## config.mk

```make
export PLATFORM = sky130hd
export DESIGN_NAME = hierarchical_index_reorder_unit_flat
export DESIGN_NICKNAME = d
export VERILOG_FILES = /design/src/hw/rtl/hir_pkg.sv /design/src/hw/rtl/hir_if.sv /design/src/hw/rtl/hierarchical_index_reorder_unit.sv /design/src/flat_wrapper.sv
export SDC_FILE = /design/constraint.sdc
export NUM_CORES = 1
export LEC_CHECK = 0
export ABC_AREA = 0
export BUFFER_PORTS_ARGS = -buffer_cell sky130_fd_sc_hd__buf_2
export CAP_MARGIN = 20
export CORE_ASPECT_RATIO = 1.5
export CORE_MARGIN = 2
export CORE_UTILIZATION = 60
export DETAILED_ROUTE_END_ITERATION = 10
export PLACE_DENSITY = 0.81
export SKIP_CTS_REPAIR_TIMING = 1
export SYNTH_ARGS = -nofsm -noshare
export SYNTH_HDL_FRONTEND = slang
export SYNTH_SLANG_ARGS = --single-unit
```

## constraint.sdc

```tcl
create_clock -name clk_i -period 8.6 [get_ports clk_i]
set_input_delay 1.29 -clock clk_i [delete_from_list [all_inputs] [get_ports clk_i]]
set_output_delay 1.29 -clock clk_i [all_outputs]
set_load 0.01 [all_outputs]
```

## src/hw/rtl/hir_pkg.sv

```systemverilog
// Shared types and constants for the hierarchical index reorder unit.
package hir_pkg;

  localparam int SampleW   = 32;
  localparam int PositionW = 21;
  localparam int SizeLog2W = 3;
  localparam int PassW     = 5;
  localparam int CfgIdxW   = 2;
  localparam int CfgDataW  = 5;

  // Configuration register indexes
  localparam logic [CfgIdxW-1:0] RegXSize     = 2'd0;
  localparam logic [CfgIdxW-1:0] RegYSize     = 2'd1;
  localparam logic [CfgIdxW-1:0] RegZSize     = 2'd2;
  localparam logic [CfgIdxW-1:0] RegPassCount = 2'd3;

  localparam logic [SizeLog2W-1:0] SizeLog2Reset  = 3'd2;
  localparam logic [PassW-1:0]     PassCountReset = 5'd6;

  typedef enum logic [1:0] {
    AXIS_X,
    AXIS_Y,
    AXIS_Z
  } axis_e;

  typedef struct packed {
    logic [SampleW-1:0] sample;
  } in_t;

  typedef struct packed {
    logic [PositionW-1:0] position;
    logic [SampleW-1:0]   sample_out;
    logic                 last;
    logic                 beyond_end;
  } out_t;

  typedef struct packed {
    logic [CfgIdxW-1:0]  index;
    logic [CfgDataW-1:0] data;
  } cfg_t;

endpackage

```

## src/hw/rtl/hir_if.sv

```systemverilog
// Valid/ready channel interfaces for samples, results and register writes.
interface hir_in_if;
  logic          valid;
  logic          ready;
  hir_pkg::in_t  data;
  modport source (output valid, output data, input ready);
  modport sink   (input valid, input data, output ready);
endinterface

interface hir_out_if;
  logic          valid;
  logic          ready;
  hir_pkg::out_t data;
  modport source (output valid, output data, input ready);
  modport sink   (input valid, input data, output ready);
endinterface

interface hir_cfg_if;
  logic          valid;
  logic          ready;
  hir_pkg::cfg_t data;
  modport source (output valid, output data, input ready);
  modport sink   (input valid, input data, output ready);
endinterface

```

## src/hw/rtl/hierarchical_index_reorder_unit.sv

```systemverilog
// Hierarchical index reorder unit: maps coarse-to-fine samples to row-major positions.
// Each accepted sample is registered and appears on the result port in the next cycle.
// Throughput: one sample per cycle; the cursor update is a single step of counter logic.
// A result held by a stalled sink blocks intake only while that result is not taken.
// Reset (asynchronous, active low) loads box sizes 4x4x4 and six passes, clears the walk.
// Any register write restarts the walk from the first sample.
module hierarchical_index_reorder_unit #(
  parameter int MAX_AXIS_LOG2 = 7
) (
  input  logic        clk_i,
  input  logic        rst_ni,
  hir_in_if.sink      in_i,
  hir_out_if.source   out_o,
  hir_cfg_if.sink     cfg_i
);

  localparam int MW = MAX_AXIS_LOG2;
  localparam int SW = $clog2(MAX_AXIS_LOG2 + 1);
  localparam int LW = (SW > hir_pkg::SizeLog2W) ? SW : hir_pkg::SizeLog2W;
  localparam int PW = (3 * MW > hir_pkg::PositionW) ? 3 * MW : hir_pkg::PositionW;

  // Configuration registers
  logic [hir_pkg::SizeLog2W-1:0] x_size_q, y_size_q, z_size_q;
  logic [hir_pkg::SizeLog2W-1:0] x_size_d, y_size_d, z_size_d;
  logic [hir_pkg::PassW-1:0]     pass_count_q, pass_count_d;

  // Walk state
  logic                      first_q, first_d;
  logic [hir_pkg::PassW-1:0] pass_q, pass_d;
  hir_pkg::axis_e            axis_q, axis_d;
  logic [SW-1:0]             stride_x_q, stride_y_q, stride_z_q;
  logic [SW-1:0]             stride_x_d, stride_y_d, stride_z_d;
  logic [MW-1:0]             cur_x_q, cur_y_q, cur_z_q;
  logic [MW-1:0]             cur_x_d, cur_y_d, cur_z_d;

  // Result register
  logic          out_valid_q, out_valid_d;
  hir_pkg::out_t out_data_q, out_data_d;

  logic          in_fire, cfg_fire;
  logic [SW-1:0] lx, ly, lz;
  logic [MW:0]   size_x, size_y, size_z;
  logic [MW:0]   sum_x, sum_y, sum_z;
  logic [PW-1:0] pos;
  logic          last, beyond;

  function automatic logic [SW-1:0] clamp_log2(logic [hir_pkg::SizeLog2W-1:0] v);
    logic [LW-1:0] w;
    w = LW'(v);
    clamp_log2 = (w > LW'(MAX_AXIS_LOG2)) ? SW'(MAX_AXIS_LOG2) : SW'(w);
  endfunction

  // First cursor value of an axis at the start of a pass
  function automatic logic [MW-1:0] start_of(logic refined, logic [SW-1:0] s);
    start_of = (!refined || s == '0) ? '0 : (MW'(1) << (s - SW'(1)));
  endfunction

  function automatic logic [SW-1:0] halve(logic refined, logic [SW-1:0] s);
    halve = (refined && s != '0) ? s - SW'(1) : s;
  endfunction

  assign cfg_i.ready = 1'b1;
  assign cfg_fire    = cfg_i.valid;
  assign in_i.ready  = !out_valid_q || out_o.ready;
  assign in_fire     = in_i.valid && in_i.ready;

  assign out_o.valid = out_valid_q;
  assign out_o.data  = out_data_q;

  assign lx     = clamp_log2(x_size_q);
  assign ly     = clamp_log2(y_size_q);
  assign lz     = clamp_log2(z_size_q);
  assign size_x = (MW + 1)'(1) << lx;
  assign size_y = (MW + 1)'(1) << ly;
  assign size_z = (MW + 1)'(1) << lz;
  assign sum_x  = {1'b0, cur_x_q} + ((MW + 1)'(1) << stride_x_q);
  assign sum_y  = {1'b0, cur_y_q} + ((MW + 1)'(1) << stride_y_q);
  assign sum_z  = {1'b0, cur_z_q} + ((MW + 1)'(1) << stride_z_q);
  assign pos    = (PW'(cur_z_q) << ({1'b0, lx} + {1'b0, ly})) + (PW'(cur_y_q) << lx)
                + PW'(cur_x_q);

  // Register writes
  always_comb begin
    x_size_d     = x_size_q;
    y_size_d     = y_size_q;
    z_size_d     = z_size_q;
    pass_count_d = pass_count_q;
    if (cfg_fire) begin
      unique case (cfg_i.data.index)
        hir_pkg::RegXSize:     x_size_d     = cfg_i.data.data[hir_pkg::SizeLog2W-1:0];
        hir_pkg::RegYSize:     y_size_d     = cfg_i.data.data[hir_pkg::SizeLog2W-1:0];
        hir_pkg::RegZSize:     z_size_d     = cfg_i.data.data[hir_pkg::SizeLog2W-1:0];
        hir_pkg::RegPassCount: pass_count_d = cfg_i.data.data;
        default: ;
      endcase
    end
  end

  // Walk step
  always_comb begin
    first_d    = first_q;
    pass_d     = pass_q;
    axis_d     = axis_q;
    stride_x_d = stride_x_q;
    stride_y_d = stride_y_q;
    stride_z_d = stride_z_q;
    cur_x_d    = cur_x_q;
    cur_y_d    = cur_y_q;
    cur_z_d    = cur_z_q;
    last       = 1'b0;
    beyond     = 1'b0;

    if (cfg_fire) begin
      // restart with the freshly written sizes
      first_d    = 1'b0;
      pass_d     = '0;
      axis_d     = hir_pkg::AXIS_X;
      stride_x_d = clamp_log2(x_size_d);
      stride_y_d = clamp_log2(y_size_d);
      stride_z_d = clamp_log2(z_size_d);
      cur_x_d    = '0;
      cur_y_d    = '0;
      cur_z_d    = '0;
    end else if (in_fire) begin
      if (!first_q) begin
        first_d = 1'b1;
        if (pass_count_q == '0) begin
          last = 1'b1;
        end else begin
          cur_x_d = start_of(axis_q == hir_pkg::AXIS_X, stride_x_q);
          cur_y_d = start_of(axis_q == hir_pkg::AXIS_Y, stride_y_q);
          cur_z_d = start_of(axis_q == hir_pkg::AXIS_Z, stride_z_q);
        end
      end else if (pass_q >= pass_count_q) begin
        beyond = 1'b1;
      end else begin
        cur_x_d = sum_x[MW-1:0];
        if (sum_x >= size_x) begin
          cur_x_d = start_of(axis_q == hir_pkg::AXIS_X, stride_x_q);
          cur_y_d = sum_y[MW-1:0];
          if (sum_y >= size_y) begin
            cur_y_d = start_of(axis_q == hir_pkg::AXIS_Y, stride_y_q);
            cur_z_d = sum_z[MW-1:0];
            if (sum_z >= size_z) begin
              // pass done: halve the refined axis, advance to the next axis
              stride_x_d = halve(axis_q == hir_pkg::AXIS_X, stride_x_q);
              stride_y_d = halve(axis_q == hir_pkg::AXIS_Y, stride_y_q);
              stride_z_d = halve(axis_q == hir_pkg::AXIS_Z, stride_z_q);
              pass_d     = pass_q + hir_pkg::PassW'(1);
              unique case (axis_q)
                hir_pkg::AXIS_X: axis_d = hir_pkg::AXIS_Y;
                hir_pkg::AXIS_Y: axis_d = hir_pkg::AXIS_Z;
                default:         axis_d = hir_pkg::AXIS_X;
              endcase
              if (pass_d < pass_count_q) begin
                cur_x_d = start_of(axis_d == hir_pkg::AXIS_X, stride_x_d);
                cur_y_d = start_of(axis_d == hir_pkg::AXIS_Y, stride_y_d);
                cur_z_d = start_of(axis_d == hir_pkg::AXIS_Z, stride_z_d);
              end else begin
                last = 1'b1;
              end
            end
          end
        end
      end
    end
  end

  // Result register: load on intake, drop when the sink takes it
  always_comb begin
    out_valid_d = out_valid_q;
    out_data_d  = out_data_q;
    if (in_fire) begin
      out_valid_d           = 1'b1;
      out_data_d.sample_out = in_i.data.sample;
      out_data_d.last       = last;
      out_data_d.beyond_end = beyond;
      out_data_d.position   = (first_q && !beyond) ? pos[hir_pkg::PositionW-1:0] : '0;
    end else if (out_o.ready) begin
      out_valid_d = 1'b0;
    end
  end

  always_ff @(posedge clk_i or negedge rst_ni) begin
    if (!rst_ni) begin
      x_size_q     <= hir_pkg::SizeLog2Reset;
      y_size_q     <= hir_pkg::SizeLog2Reset;
      z_size_q     <= hir_pkg::SizeLog2Reset;
      pass_count_q <= hir_pkg::PassCountReset;
      first_q      <= 1'b0;
      pass_q       <= '0;
      axis_q       <= hir_pkg::AXIS_X;
      stride_x_q   <= clamp_log2(hir_pkg::SizeLog2Reset);
      stride_y_q   <= clamp_log2(hir_pkg::SizeLog2Reset);
      stride_z_q   <= clamp_log2(hir_pkg::SizeLog2Reset);
      cur_x_q      <= '0;
      cur_y_q      <= '0;
      cur_z_q      <= '0;
      out_valid_q  <= 1'b0;
    end else begin
      x_size_q     <= x_size_d;
      y_size_q     <= y_size_d;
      z_size_q     <= z_size_d;
      pass_count_q <= pass_count_d;
      first_q      <= first_d;
      pass_q       <= pass_d;
      axis_q       <= axis_d;
      stride_x_q   <= stride_x_d;
      stride_y_q   <= stride_y_d;
      stride_z_q   <= stride_z_d;
      cur_x_q      <= cur_x_d;
      cur_y_q      <= cur_y_d;
      cur_z_q      <= cur_z_d;
      out_valid_q  <= out_valid_d;
    end
  end

  always_ff @(posedge clk_i) begin
    out_data_q <= out_data_d;
  end

endmodule

```

## src/flat_wrapper.sv

```systemverilog
// flat-port wrapper written by rule: the top's interface ports become plain ports
module hierarchical_index_reorder_unit_flat 
#(
  parameter int MAX_AXIS_LOG2 = 7
)
  (clk_i, rst_ni, in_i_valid, in_i_data, in_i_ready, out_o_valid, out_o_data, out_o_ready, cfg_i_valid, cfg_i_data, cfg_i_ready);
  hir_in_if in_i_i ();
  hir_out_if out_o_i ();
  hir_cfg_if cfg_i_i ();
  input  logic clk_i;
  input  logic rst_ni;
  input wire logic [$bits(in_i_i.valid)-1:0] in_i_valid;
  input wire logic [$bits(in_i_i.data)-1:0] in_i_data;
  output wire logic [$bits(in_i_i.ready)-1:0] in_i_ready;
  output wire logic [$bits(out_o_i.valid)-1:0] out_o_valid;
  output wire logic [$bits(out_o_i.data)-1:0] out_o_data;
  input wire logic [$bits(out_o_i.ready)-1:0] out_o_ready;
  input wire logic [$bits(cfg_i_i.valid)-1:0] cfg_i_valid;
  input wire logic [$bits(cfg_i_i.data)-1:0] cfg_i_data;
  output wire logic [$bits(cfg_i_i.ready)-1:0] cfg_i_ready;
  assign in_i_i.valid = in_i_valid;
  assign in_i_i.data = in_i_data;
  assign in_i_ready = in_i_i.ready;
  assign out_o_valid = out_o_i.valid;
  assign out_o_data = out_o_i.data;
  assign out_o_i.ready = out_o_ready;
  assign cfg_i_i.valid = cfg_i_valid;
  assign cfg_i_i.data = cfg_i_data;
  assign cfg_i_ready = cfg_i_i.ready;
  hierarchical_index_reorder_unit #(.MAX_AXIS_LOG2(MAX_AXIS_LOG2)) u_core (.clk_i(clk_i), .rst_ni(rst_ni), .in_i(in_i_i), .out_o(out_o_i), .cfg_i(cfg_i_i));
endmodule
```

After elaboration in Yosys (flattened, before gate mapping)
Index checks and enable logic that the tools add are counted.
{"block": "op_classes", "n_addsub": 13, "n_lt_le_gt_ge": 11, "n_eq_ne": 12, "n_shift": 14, "mux": 106, "reduce_logical": 44}
{"op": "2-to-1 mux 7 bit", "n": 33}
{"op": "2-to-1 mux 3 bit", "n": 36}
{"op": "left shift 1 x 3 -> 8 bit (first input constant)", "n": 6}
{"op": "left shift 1 x 3 -> 7 bit (first input constant)", "n": 6}
{"op": "2-to-1 mux 5 bit", "n": 7}
{"op": "2-to-1 mux 2 bit", "n": 14}
{"op": "adder 7 x 8 -> 8 bit", "n": 3}
{"op": "greater-or-equal comparator 8 bit", "n": 3}
{"op": "adder 21 bit", "n": 1}
{"op": "adder 21 x 7 -> 21 bit", "n": 1}
{"op": "left shift 7 x 3 -> 21 bit", "n": 1}
{"op": "left shift 7 x 4 -> 21 bit", "n": 1}
{"op": "greater-than comparator 3 bit (second input constant)", "n": 6}
{"op": "zero test 3 bit", "n": 6}
{"op": "subtractor 3 x 1 -> 3 bit (second input constant)", "n": 6}
{"op": "2-to-1 mux 1 bit", "n": 15}
{"op": "nonzero test 2 bit", "n": 6}
{"op": "inequality test 3 bit (second input constant)", "n": 3}
{"op": "nonzero test 3 bit", "n": 3}
{"op": "equality test 2 bit (second input constant)", "n": 4}
{"op": "zero test 1 bit", "n": 8}
{"op": "logical OR 1 bit", "n": 7}
{"op": "equality test 2 x 1 -> 1 bit (second input constant)", "n": 3}
{"op": "zero test 2 bit", "n": 3}
{"op": "other kinds (14)", "n": 18}
{"block": "totals", "regBits": 108, "out_inout_bits": 58}

Depth between registers and ports, before layout
{"block": "depth", "word_depth": 23, "ltp_mapped": 21}

Worst setup path before layout
No wires, ideal clock.
{"block": "synth_timing", "kind": "reg2reg", "start": "reg u_core.x_size_q[1] (netlist bit)", "end": "reg u_core.out_data_q, in the netlist u_core.out_o.data[50], data pin", "setup_time_ps": 266, "t_arrival_ps": 4688, "required_time_ps": 8334, "path_slack_ps": 3646, "stages_incl_launch_ff": 17, "synth_period_minus_slack_ps": 4954, "cell_sequence": "dfstp_2 clkbuf_1 inv_1 fa_1 clkbuf_1 mux4_2 mux2i_1 nor2_1 fa_1 ha_1 a2111oi_1 o21ai_0 a21oi_1 a31oi_1 a41o_1 xnor2_1 nor2_1"}
{"block": "synth_via", "elab_chain_len": 6}
{"element": "from (decl)", "line": "hierarchical_index_reorder_unit.sv:23", "text": "logic [hir_pkg::SizeLog2W-1:0] x_size_q, y_size_q, z_size_q;"}
{"element": "from (signal assigned)", "line": "hierarchical_index_reorder_unit.sv:186", "text": "x_size_q <= hir_pkg::SizeLog2Reset;"}
{"element": "from (signal assigned)", "line": "hierarchical_index_reorder_unit.sv:201", "text": "x_size_q <= x_size_d;"}
{"element": "greater-than comparator 3 bit", "line": "hierarchical_index_reorder_unit.sv:50", "text": "clamp_log2 = (w > LW'(MAX_AXIS_LOG2)) ? SW'(MAX_AXIS_LOG2) : SW'(w);"}
{"element": "2-to-1 mux 3 bit (*)", "line": "hierarchical_index_reorder_unit.sv:50"}
{"element": "adder 3 x 3 -> 4 bit", "line": "hierarchical_index_reorder_unit.sv:79", "text": "assign pos = (PW'(cur_z_q) << ({1'b0, lx} + {1'b0, ly})) + (PW'(cur_y_q) << lx)"}
{"element": "left shift 7 x 4 -> 21 bit", "line": "hierarchical_index_reorder_unit.sv:79"}
{"element": "adder 21 bit (*)", "line": "hierarchical_index_reorder_unit.sv:79"}
{"element": "adder 21 x 7 -> 21 bit (*)", "line": "hierarchical_index_reorder_unit.sv:80", "text": "+ PW'(cur_x_q);"}
{"element": "to (signal assigned)", "line": "hierarchical_index_reorder_unit.sv:219", "text": "out_data_q <= out_data_d;"}
{"element": "to (decl)", "line": "hierarchical_index_reorder_unit.sv:38", "text": "hir_pkg::out_t out_data_q, out_data_d;"}
Mark *: on every way between the ends. The rest lies on a longest branch, timed or not.
A chain may end at the register's enable or synchronous reset.

Final worst setup path
{"block": "layout_timing", "start": "reg u_core.x_size_q[0] (netlist bit)", "end": "reg u_core.out_data_q, in the netlist u_core.out_o.data[50], data pin"}
Same word-level chain as after synthesis.

==> run metrics <==
antenna viol nets, final=0; crit path DAT=5.69 ns; CTS Root Cell=clkbuf_16; DRT iter0 DRCs=417; Nets=1210; status=completed; Max clock buf depth=2; Clock Skews=0.0146 ns; Synth async-reset ratio=49.1%; maxcap violations=0; Final Slew Violations=0; Tot GR Track Use=26.6%; CTS tree=yes; Placed Instances=1238; filler-free cell count of the finished design=1254; routability cong.=0.933; cells after synthesis=973; grt total ovfl=0; core box area=14900 um2; worst slew pin tran=0.953 ns; part of the cycle the worst path needs=65.0%; commonest cells after routing, fill and taps aside=104 x ha_1, 100 x buf_2, 92 x nor2_1, 71 x nand2_1, 59 x inv_1; Fin. Hold Viols=0; clk_lat worst skew=0.36 ns; Total Wirelength=21500 um; Final min period=5.59 ns; Yosys reg bits=108; Die Span Y=155 um; fmax=179 MHz; synth unique cells=88; DRC Markers=0; Worst VDD drop=0.000121 V; Synth Warn #=0; placed inst area=9700 um2; area of the mapped netlist=9070 um2; synthesized area per cell=9.32 um2; io pins=102; R2R setup slack=3.01 ns; CTS Buf Count=9; vias in the first global route=7160; Starting Density=60.8%; port bufs=100; number of synthesized flops with an enable pin=55; RSZ-0062 raised after global routing=false; antenna diode count=0; Slew headroom=36.0%; startpoint types=flop; Syn Nets=1133; die area=16100 um2; wire length per cell=17.2 um; Via-to-Cell Ratio=5.97; first-pass GRT wire length=34700 um; Clk pin slew, worst setup/hold paths=0.08 ns; PwrDens=214 nW/um2; clk sinks=108; DR vias=7483; Setup-failing EPs final=0; largest net degree at the start of global routing=62; share of cells above drive strength 1=17.6%; HPWL Detailed=16700 um; CP Class=flop to flop; CP max FO=18; initial antenna violation count=0; drt pass-1 iters=6; most common cell after layout, fill and taps aside=ha_1; H-tree depth=3; WP data required=8.70 ns; Design Area, Final=9990 um2; setup TNS=0 ns; Rows=55; Die X=104 um; top_reg_cell synth=edfxtp_1; Tightest Hold Check Type=flop to flop; Lkg Pwr=0.00447 uW; register area share after synthesis=32.9%; crit path capture type=flop; synthesis-to-finish area growth=10.1%
## synth_stat cells, drive strengths merged (6+ instances only)
cell,n,area share [%]
ha,104,14
nor2,93,3.9
nand2,72,3.1
inv,60,2.5
edfxtp,55,18
o21ai,54,3.0
a21oi,48,2.6
dfrtp,45,12
nand3,37,2.0
clkbuf,33,1.4
mux2,29,3.6
mux2i,29,3.2
xnor2,24,2.3
nor2b,21,1.4
nor3,21,1.3
a21o,20,1.7
and2,17,1.2
xor2,15,1.4
nand2b,14,0.97
fa,12,2.6
a31oi,11,0.83
and3,10,0.74
nand4,10,0.69
or3,10,0.69
o211ai,9,0.80
buf,8,0.65
dfstp,8,2.3
o21bai,8,0.66
o21a,7,0.58
o31ai,7,0.58
nand3b,6,0.50
nor4,6,0.58
## metrics by stage
stage | setup slack [ns] | utilization [%] | hold slack (ns) | power [uW]
5_1_grt | 2.70 | 66.9 | 0.567 | 2270
6_report | 3.01 | 66.9 | 0.547 | 2130
4_1_cts | 3.19 | 66.9 | 0.550 | 2130
3_5_place_dp | 3.21 | 64.9 | 0.528 | 1710
3_3_place_gp | 3.37 | 64.9 | 0.508 | 1690
2_1_floorplan | 3.65 | - | 0.477 | 1450
## report_power, final
part	leakage [uW]	total, uW	internal (uW)	switching (uW)
Sequential	0.00121	685	607	77.3
Clock	0.000142	413	217	196
Combinational	0.00312	1040	402	634
Total	0.00447	2130	1230	907
## critical path, stage by stage, from the launching register on
cell,delay [ns]
dfrtp_1,0.70
ha_1,0.26
inv_1,0.05
fa_1,0.41
xnor2_1,0.77
mux2i_1,0.21
nor2_1,0.24
fa_1,0.46
ha_1,0.38
a2111oi_1,0.52
o21ai_0,0.26
a21oi_1,0.36
a31oi_1,0.17
a41o_1,0.32
xnor2_1,0.17
nor2_1,0.06
## sequential cells by signal (all words and copies together), names as in the netlist
register / flops
u_core.y_size_q: 3
u_core.z_size_q: 3
u_core.first_q: 1
u_core.cur_y_q: 7
u_core.out_o.data: 55
u_core.pass_count_q: 5
u_core.out_o.valid: 1
u_core.cur_x_q: 7
u_core.pass_q: 5
u_core.stride_x_q: 3
u_core.cur_z_q: 7
u_core.axis_q: 2
u_core.x_size_q: 3
u_core.stride_z_q: 3
u_core.stride_y_q: 3
## layer usage
metal / vias to the layer above / GRT usage, % / share of wire [%]
met5: - / 0 / 0
met4: 0 / 14.4 / 4.8
met3: 50 / 2.78 / 4.2
met2: 242 / 49.5 / 51
met1: 3517 / 29.6 / 40
li1: 3674 / - / -
## worst paths after layout
kind	start	endpoint	cells after the start
worst max-delay path	u_core.x_size_q[0]$_DFF_PN0_	u_core.out_o.data[50]$_SDFFCE_PN0P_	15
worst min-delay path	u_core.out_o.valid$_DFFE_PN0P_	u_core.out_o.valid$_DFFE_PN0P_	2
worst max register to register	u_core.x_size_q[0]$_DFF_PN0_	u_core.out_o.data[50]$_SDFFCE_PN0P_	15
worst min register to register	u_core.out_o.valid$_DFFE_PN0P_	u_core.out_o.valid$_DFFE_PN0P_	2
max in group asynchronous	rst_ni	u_core.cur_z_q[4]$_DFFE_PN0P_	2
min in group asynchronous	rst_ni	u_core.cur_x_q[3]$_DFFE_PN0P_	2
## layout make-up
cell class / count / area [um2]
Sequential cell: 108 / 2990
Fill cell: 1238 / 4940
Timing Repair Buffer: 107 / 553
Clock buffer: 11 / 254
Inverter: 60 / 225
Clock inverter: 5 / 40.0
Multi-Input combinational cell: 764 / 5680
Tap cell: 199 / 249
## cells by family after synthesis
group	Yosys count	synth area share [%]
xor+xnor	39	3.77
fa+ha+maj	116	17.0
other cells	1	0.0413
compound gates	214	15.7
mux	60	7.30
simple gates	334	18.8
flops	108	32.9
buf+inv	101	4.50
No activity file was read; power rests on OpenSTA's default activity.
